<file path="src/design/lens_pkg.sv">
// Shared constants, types and the saturating add for the lens distortion pipeline.
// Used by lens_distortion_map, lens_div, lens_mul and lens_dist_check; no dependencies.
`default_nettype none

package lens_pkg;

   localparam int COORD_WIDTH = 16;
   localparam int COEF_WIDTH  = 24;
   localparam int NFRAC       = 24;
   localparam int CFRAC       = COEF_WIDTH - 4;
   localparam int OUT_WIDTH   = COORD_WIDTH + 4;
   localparam int CSR_WIDTH   = 2 * COORD_WIDTH;

   localparam int NUM_W       = COORD_WIDTH + NFRAC;
   localparam int DIV_STAGES  = NUM_W;

   localparam int MAG_W       = 61;
   localparam int VAL_W       = MAG_W + 2;
   localparam int LO_W        = (MAG_W + 1) / 2;
   localparam int HI_W        = MAG_W - LO_W;
   localparam int PROD_W      = 2 * MAG_W;
   localparam int MUL_STAGES  = 5;

   typedef logic signed [VAL_W-1:0] val_type;

   localparam val_type LIMIT     = {2'b00, {MAG_W{1'b1}}};
   localparam val_type NEG_LIMIT = -LIMIT;
   localparam val_type ONE_Q     = val_type'(64'd1 << NFRAC);

   typedef enum logic [2:0] {
      CSR_FOCAL_X,
      CSR_FOCAL_Y,
      CSR_PRINCIPAL,
      CSR_K1,
      CSR_K2,
      CSR_K3,
      CSR_P1,
      CSR_P2
   } csr_index_type;

   typedef struct packed {
      val_type val;
      logic    ovf;
   } sat_type;

   function automatic sat_type sat_add(input val_type a, input val_type b);
      val_type sum;
      sat_type res;
      sum = a + b;
      res.ovf = 1'b0;
      res.val = sum;
      if (sum > LIMIT) begin
         res.val = LIMIT;
         res.ovf = 1'b1;
      end else if (sum < NEG_LIMIT) begin
         res.val = NEG_LIMIT;
         res.ovf = 1'b1;
      end
      return res;
   endfunction

endpackage

`default_nettype wire

</file>
<file path="src/design/lens_div.sv">
// Pipelined restoring divider: one quotient bit per stage, one request per cycle while en is high.
// Depends on lens_pkg for the dividend and divisor widths.
`default_nettype none

module lens_div (
   input  wire                              clock,
   input  wire                              en,
   input  wire  [lens_pkg::NUM_W-1:0]       num,
   input  wire  [lens_pkg::COORD_WIDTH-1:0] den,
   output logic [lens_pkg::NUM_W-1:0]       quo
);
   import lens_pkg::*;

   logic [COORD_WIDTH-1:0] rem_ff [1:DIV_STAGES];
   logic [COORD_WIDTH-1:0] rem_in [1:DIV_STAGES];
   logic [NUM_W-1:0]       nq_ff  [1:DIV_STAGES];
   logic [NUM_W-1:0]       nq_in  [1:DIV_STAGES];

   // nq shifts dividend bits out on the left and quotient bits in on the right
   always_comb begin
      logic [COORD_WIDTH-1:0] prev_rem;
      logic [NUM_W-1:0]       prev_nq;
      logic [COORD_WIDTH:0]   cand;
      logic [COORD_WIDTH:0]   diff;
      for (int k = 1; k <= DIV_STAGES; k++) begin
         prev_rem = (k == 1) ? '0 : rem_ff[k-1];
         prev_nq  = (k == 1) ? num : nq_ff[k-1];
         cand     = {prev_rem, prev_nq[NUM_W-1]};
         diff     = cand - {1'b0, den};
         if (cand >= {1'b0, den}) begin
            rem_in[k] = diff[COORD_WIDTH-1:0];
            nq_in[k]  = {prev_nq[NUM_W-2:0], 1'b1};
         end else begin
            rem_in[k] = cand[COORD_WIDTH-1:0];
            nq_in[k]  = {prev_nq[NUM_W-2:0], 1'b0};
         end
      end
   end

   always_ff @(posedge clock) begin
      if (en) begin
         for (int k = 1; k <= DIV_STAGES; k++) begin
            rem_ff[k] <= rem_in[k];
            nq_ff[k]  <= nq_in[k];
         end
      end
   end

   assign quo = nq_ff[DIV_STAGES];

endmodule

`default_nettype wire

</file>
<file path="config.mk">
export PLATFORM = sky130hd
export DESIGN_NAME = lens_div
export DESIGN_NICKNAME = d
export VERILOG_FILES = /design/src/design/lens_pkg.sv /design/src/design/lens_div.sv
export SDC_FILE = /design/constraint.sdc
export NUM_CORES = 2
export LEC_CHECK = 0
export BUFFER_PORTS_ARGS = -buffer_cell sky130_fd_sc_hd__buf_2
export CORE_MARGIN = 2
export CORE_UTILIZATION = 50
export CTS_CLUSTER_DIAMETER = 100
export CTS_CLUSTER_SIZE = 30
export DETAILED_ROUTE_END_ITERATION = 10
export MAX_ROUTING_LAYER = met4
export PLACE_DENSITY = 0.7
export SETUP_SLACK_MARGIN = 0.15
export SLEW_MARGIN = 20
export SYNTH_ARGS = -nofsm -noshare
export SYNTH_HDL_FRONTEND = slang
export SYNTH_SLANG_ARGS = --single-unit
</file>
<file path="constraint.sdc">
create_clock -name clock -period 10.75 [get_ports clock]
set_input_delay 3.225 -clock clock [delete_from_list [all_inputs] [get_ports clock]]
set_output_delay 3.225 -clock clock [all_outputs]
set_load 0.01 [all_outputs]
</file>
**Yosys cells after proc, flatten, opt, wreduce, memory -nomap -nowiden**

Memories as Yosys holds them, arrays and structs flattened.
Cells that the tools add are included.

- Input bits: 58
- Memory bits (writable): 2240
- Logic and storage cells: 164
- Memories: 2
- Bits in registers: 0

- Add/subtract/negate cells: 40
- Order comparisons: 40
- Muxes and demuxes: 82

Memory list:

| memory | depth | width | rd ports | clocked after Yosys merged registers in | write ports | line | text |
|---|---|---|---|---|---|---|---|
| nq_ff | 40 | 40 | 40 | 0 | 40 | lens_div.sv:16 | `logic [NUM_W-1:0] nq_ff [1:DIV_STAGES];` |
| rem_ff | 40 | 16 | 39 | 0 | 40 | lens_div.sv:14 | `logic [COORD_WIDTH-1:0] rem_ff [1:DIV_STAGES];` |

Operator list:

| operator | count |
|---|---|
| greater-or-equal comparator 17 x 16 -> 1 bit | 39 |
| 2-to-1 mux 16 bit | 40 |
| subtractor 16 bit | 39 |
| 2-to-1 mux 1 bit | 42 |
| greater-or-equal comparator 1 x 16 -> 1 bit | 1 |
| subtractor 1 x 16 -> 16 bit | 1 |

**Depth between registers and ports, before layout**

- Depth after elaboration: 2
- Mapped depth: 14
- Mapped depth without buffers: 12

**Least setup slack after synthesis**

No wires, ideal clock.

- Path type: input to register
- From: input den[1] in the netlist's numbering
- To: register rem_ff[0][424] (netlist name)
- Path slack: 3.802 ns
- Stages: 13
- Arrival time: 6.688 ns
- Path buffers: 2
- Cells stage by stage: clkinv_1 -> ha_1 -> nor2b_4 -> o21ai_2 -> a21boi_1 -> o41a_1 -> a21o_1 -> a211oi_2 -> o21ai_1 -> a211o_1 -> buf_6 -> buf_6 -> mux2_4

RTL lines:

| item | line | text |
|---|---|---|
| from (decl) | lens_div.sv:9 | `input wire [lens_pkg::COORD_WIDTH-1:0] den,` |

==> run summary <==
Pin placement for this block handled 98 I/O pins. After Yosys synthesis, XOR and XNOR cells account for 3.69% of the synthesized area. The startpoint kind of the worst setup timing path is an input port. Setup violations remaining at the end of the flow were counted as 0. The number of failing hold endpoints at the final stage is 0, and the total negative slack for setup checks is 0 ns. The dominant combinational cell family by area after synthesis is compound AO/OA/AOI/OAI gates.

After synthesis, the cell types taking the most area are edfxtp_1 (66%), ha_1 (7.7%), mux2_1 (2.5%). After Yosys synthesis, and, or, nand and nor cells account for 7.36% of the synthesized area. The iteration-0 DRC count of the detailed router came out at 4,494. The number of distinct library cells after synthesis came out at 91. Endpoint kind of the worst setup timing path: a register. The number of nets handed over by synthesis was 7,814. Layout overhead on the synthesized area: 6.77%. STA puts the critical path data required time at 11.28 ns. The cell count after synthesis came out at 7,092.

Yosys mapped a number of flops with a built-in enable equal to 2,224. Height of the chip: 455 um. Clock tree synthesis inserted a total of 96 buffers.

The cell repeated most along the worst path is buf_4. Number of global-route vias before repair: 53,845. The post-CTS repair timing setup buffer count is 0. The critical setup path kind was input port to register. The first detailed-routing pass ran for 6 iterations. Entering global routing, the biggest net connects 212 pins. The run finished with clean final reports. Summing the areas of all fa, ha and maj instances in the mapped netlist gives 8.46% of the synthesized area. Setup repair after global routing left no endpoint under its margin.

The cell at the root of the clock tree was clkbuf_16. In this run the worst path has a maximum fanout of 32. The congestion estimate from routability-driven global placement came to 0.874. For this design, the CTS-stage hold fixing added 0 buffers. Prior to clock tree synthesis, the placed netlist has a worst setup slack of 3.22 ns. STA puts the critical path data arrival time at 7.24 ns. The tools report the maximum vdd ir drop as 0.151 mV. In the finished design, the share of the clock period the worst path needs comes to 62.4%.

After detailed routing, the average wire length per cell comes to 19.0 um. In the post-synthesis netlist, the cell with the most instances is edfxtp_1. The portion of synthesized area spent on multiplexers is 3.65%. The clock net in this run drives a total of 2,224 sinks.

For this run, the share of the core covered by cells in the final layout is 53.7%. TritonCTS built the clock tree. The register clock-pin slew on the reported worst setup and hold paths was 0.10 ns. The tools report the global-route wire length before repair as 293 mm. After synthesis, the share of flip-flops with an asynchronous set or reset is 0%. Based on the critical path, the design can be clocked at up to 0.149 GHz.

The cell area after technology mapping was 102,000 um^2; the die extent in x was 455 um. The run gives 0 as the remaining global-route overflow. The placed cell count is 9,782, and the final non-filler cell total is 9,923.

Of all cell types, the one taking the most synthesized area is edfxtp_1. The worst hold path belongs to the class register to register. The run gives 50.3% as the initial core utilization. Once routing completed, OpenROAD measured the worst setup slack at 4.04 ns. The run gives 0 as the number of gates resized after CTS. The clock passes through at most 3 buffers.

Together, buffers and inverters on the worst path number 3. The number of levels in the clock H-tree is 3, and the register bit count reported by yosys is 2,224. The count of nets left with antenna violations once routing finished came out at 0. The number of maximum-capacitance constraint violations is 0. Mean instance size in the synthesized netlist: 14.3 um^2. The routed design has 189 mm of wire. The compound-cell area share of the yosys netlist works out to 9.46%. The die covers 207,000 um^2.

The net total in the final layout came out at 7,930. Walking the worst path, the cells encountered are buf_4 -> clkinv_1 -> buf_4 -> ha_1 -> nor2b_1 -> o21ai_1 -> a21boi_1 -> o21ai_0 -> nand2b_1 -> a211oi_2 -> a21oi_1 -> or4_1 -> mux2_1. The number of max-slew violations in the final report was 0.

In the synthesized netlist the dominant register cell turns out to be edfxtp_1. The kind of cell adding the most delay to the critical path is simple AND/OR/NAND/NOR gates. The tools report the total number of vias as 56,083. Number of antenna violations at the first check in global routing: 4. HPWL after detailed placement: 120 mm. The number of warning messages in the yosys log is 0, and the delay of the slowest cell on the worst path is 0.92 ns. For this design the ratio of total power to cell area is 271 nW/um^2.

The logs give 65.7% for the sequential share of the synthesized area and 18.4% for the global-route usage over all layers. The smallest clock period supported by the final layout is computed as 6.71 ns. The number of buffers added on ports works out to 97. After synthesis, the largest area contributor takes up 65.7% of total cell area. Hold is met by 0.412 ns.

The number of core rows is 165. The region available for standard cell placement spans 202,000 um^2. The measured slew at the worst slew-check pin works out to 1.09 ns. Measured against its own limit, the worst slew margin works out to 27.1%. Between clock sinks in the finished design, the worst skew comes to 0.0437 ns.

The insertion delay of the later-clocked pin in the worst-skew pair came out at 0.80 ns. The largest individual stage delay along the critical path comes from the cell or4_1. After detailed routing, the number of remaining DRC violations is 0.

The leakage dissipation was 39.9 nW; the fraction of layout instances using a drive strength above 1 was 5.92%. Sorting the synthesized cells by how often they occur yields edfxtp_1 (2,224), ha_1 (626), nor2_1 (498). Dividing the detail-routed via count by the number of cells gives 5.65.
kinds of logic (layout without fill, tap and decap cells):
group | count (synthesis) | after routing
flops | 2224 | 2224
buf+inv | 387 | 542
xor+xnor | 428 | 428
mux | 324 | 324
compound gates | 1507 | 1507
simple gates | 1558 | 1558
fa+ha+maj | 664 | 664
other cells | 0 | 4
registers in the layout (all words and copies together), names as in the netlist:
| name | count |
|---|---|
| nq_ff | 1600 |
| rem_ff | 624 |
worst reg2reg max path, delay by kind of cell (launching register included):
kind / cells / cell delay [ns]
adders and majority gates: 1 / 0.33
AOI/OAI and AO/OA: 5 / 0.84
DFF: 1 / 0.51
muxes: 1 / 0.49
and+or+nand+nor: 3 / 1.23
layer usage:
layer  vias up  routed length [um]  global-route usage (%)
li1      27275                   -                       -
met1     27208               85500                    24.9
met2      1268               87000                    28.7
met3       332                8770                    2.23
met4         0                7240                    7.26
met5         -                   0                       -
final timing paths:
path,slack (ns),cells after the start,to,start
min,0.41,0,nq_ff[0][1170],nq_ff[0][1129]
max reg2reg,7.12,10,rem_ff[0][213],rem_ff[0][192]
max,4.04,13,rem_ff[0][213],den[1]
min reg2reg,0.41,0,nq_ff[0][1170],nq_ff[0][1129]
where the power goes:
part	total, W	switching [W]	internal, W
combinational	0.0118	0.00644	0.00533
clock	0.00449	0.00271	0.00178
sequential	0.0131	0.00101	0.0121
per-stage QoR:
stage	instance area [um^2]	total power, W
after floorplan	102000	0.0221
after global placement	105000	0.0246
after detailed placement	105000	0.0249
after CTS	108000	0.0295
after global routing	109000	0.0314
final	109000	0.0294
cell usage in the layout, fill, tap and decap left out, types with 31 or more instances in the layout:
cell and n:
xnor2_1 274, clkbuf_16 98, and3_1 35, o31ai_1 40, a211oi_1 57, nand2b_1 95
nor3_1 125, a21oi_1 439, o21a_1 83, nand3_1 113, mux2i_1 36, a21o_1 172
nor2_1 498, nor2b_1 97, or3_1 53, edfxtp_1 2224, o21bai_1 31, mux2_1 226
ha_1 626, buf_2 94, o21ai_1 198, nor4_1 31, nand2_1 334, mux2_2 34
fa_1 38, xor2_1 154, buf_4 45, a31oi_1 44, o21ai_0 137, nand4_1 81
a21boi_1 44, inv_1 231
layout make-up:
| cell class | instances | area, um^2 |
|---|---|---|
| antenna | 4 | 10.0 |
| clock buffer | 99 | 2460 |
| clock inverter | 38 | 573 |
| fill | 16200 | 93600 |
| inverter | 249 | 936 |
| multi-input combinational | 4481 | 33300 |
| sequential | 2224 | 66800 |
| tap | 2672 | 3340 |
| timing repair buffer | 156 | 1150 |
Note: power is estimated with default switching activity, not from simulation.
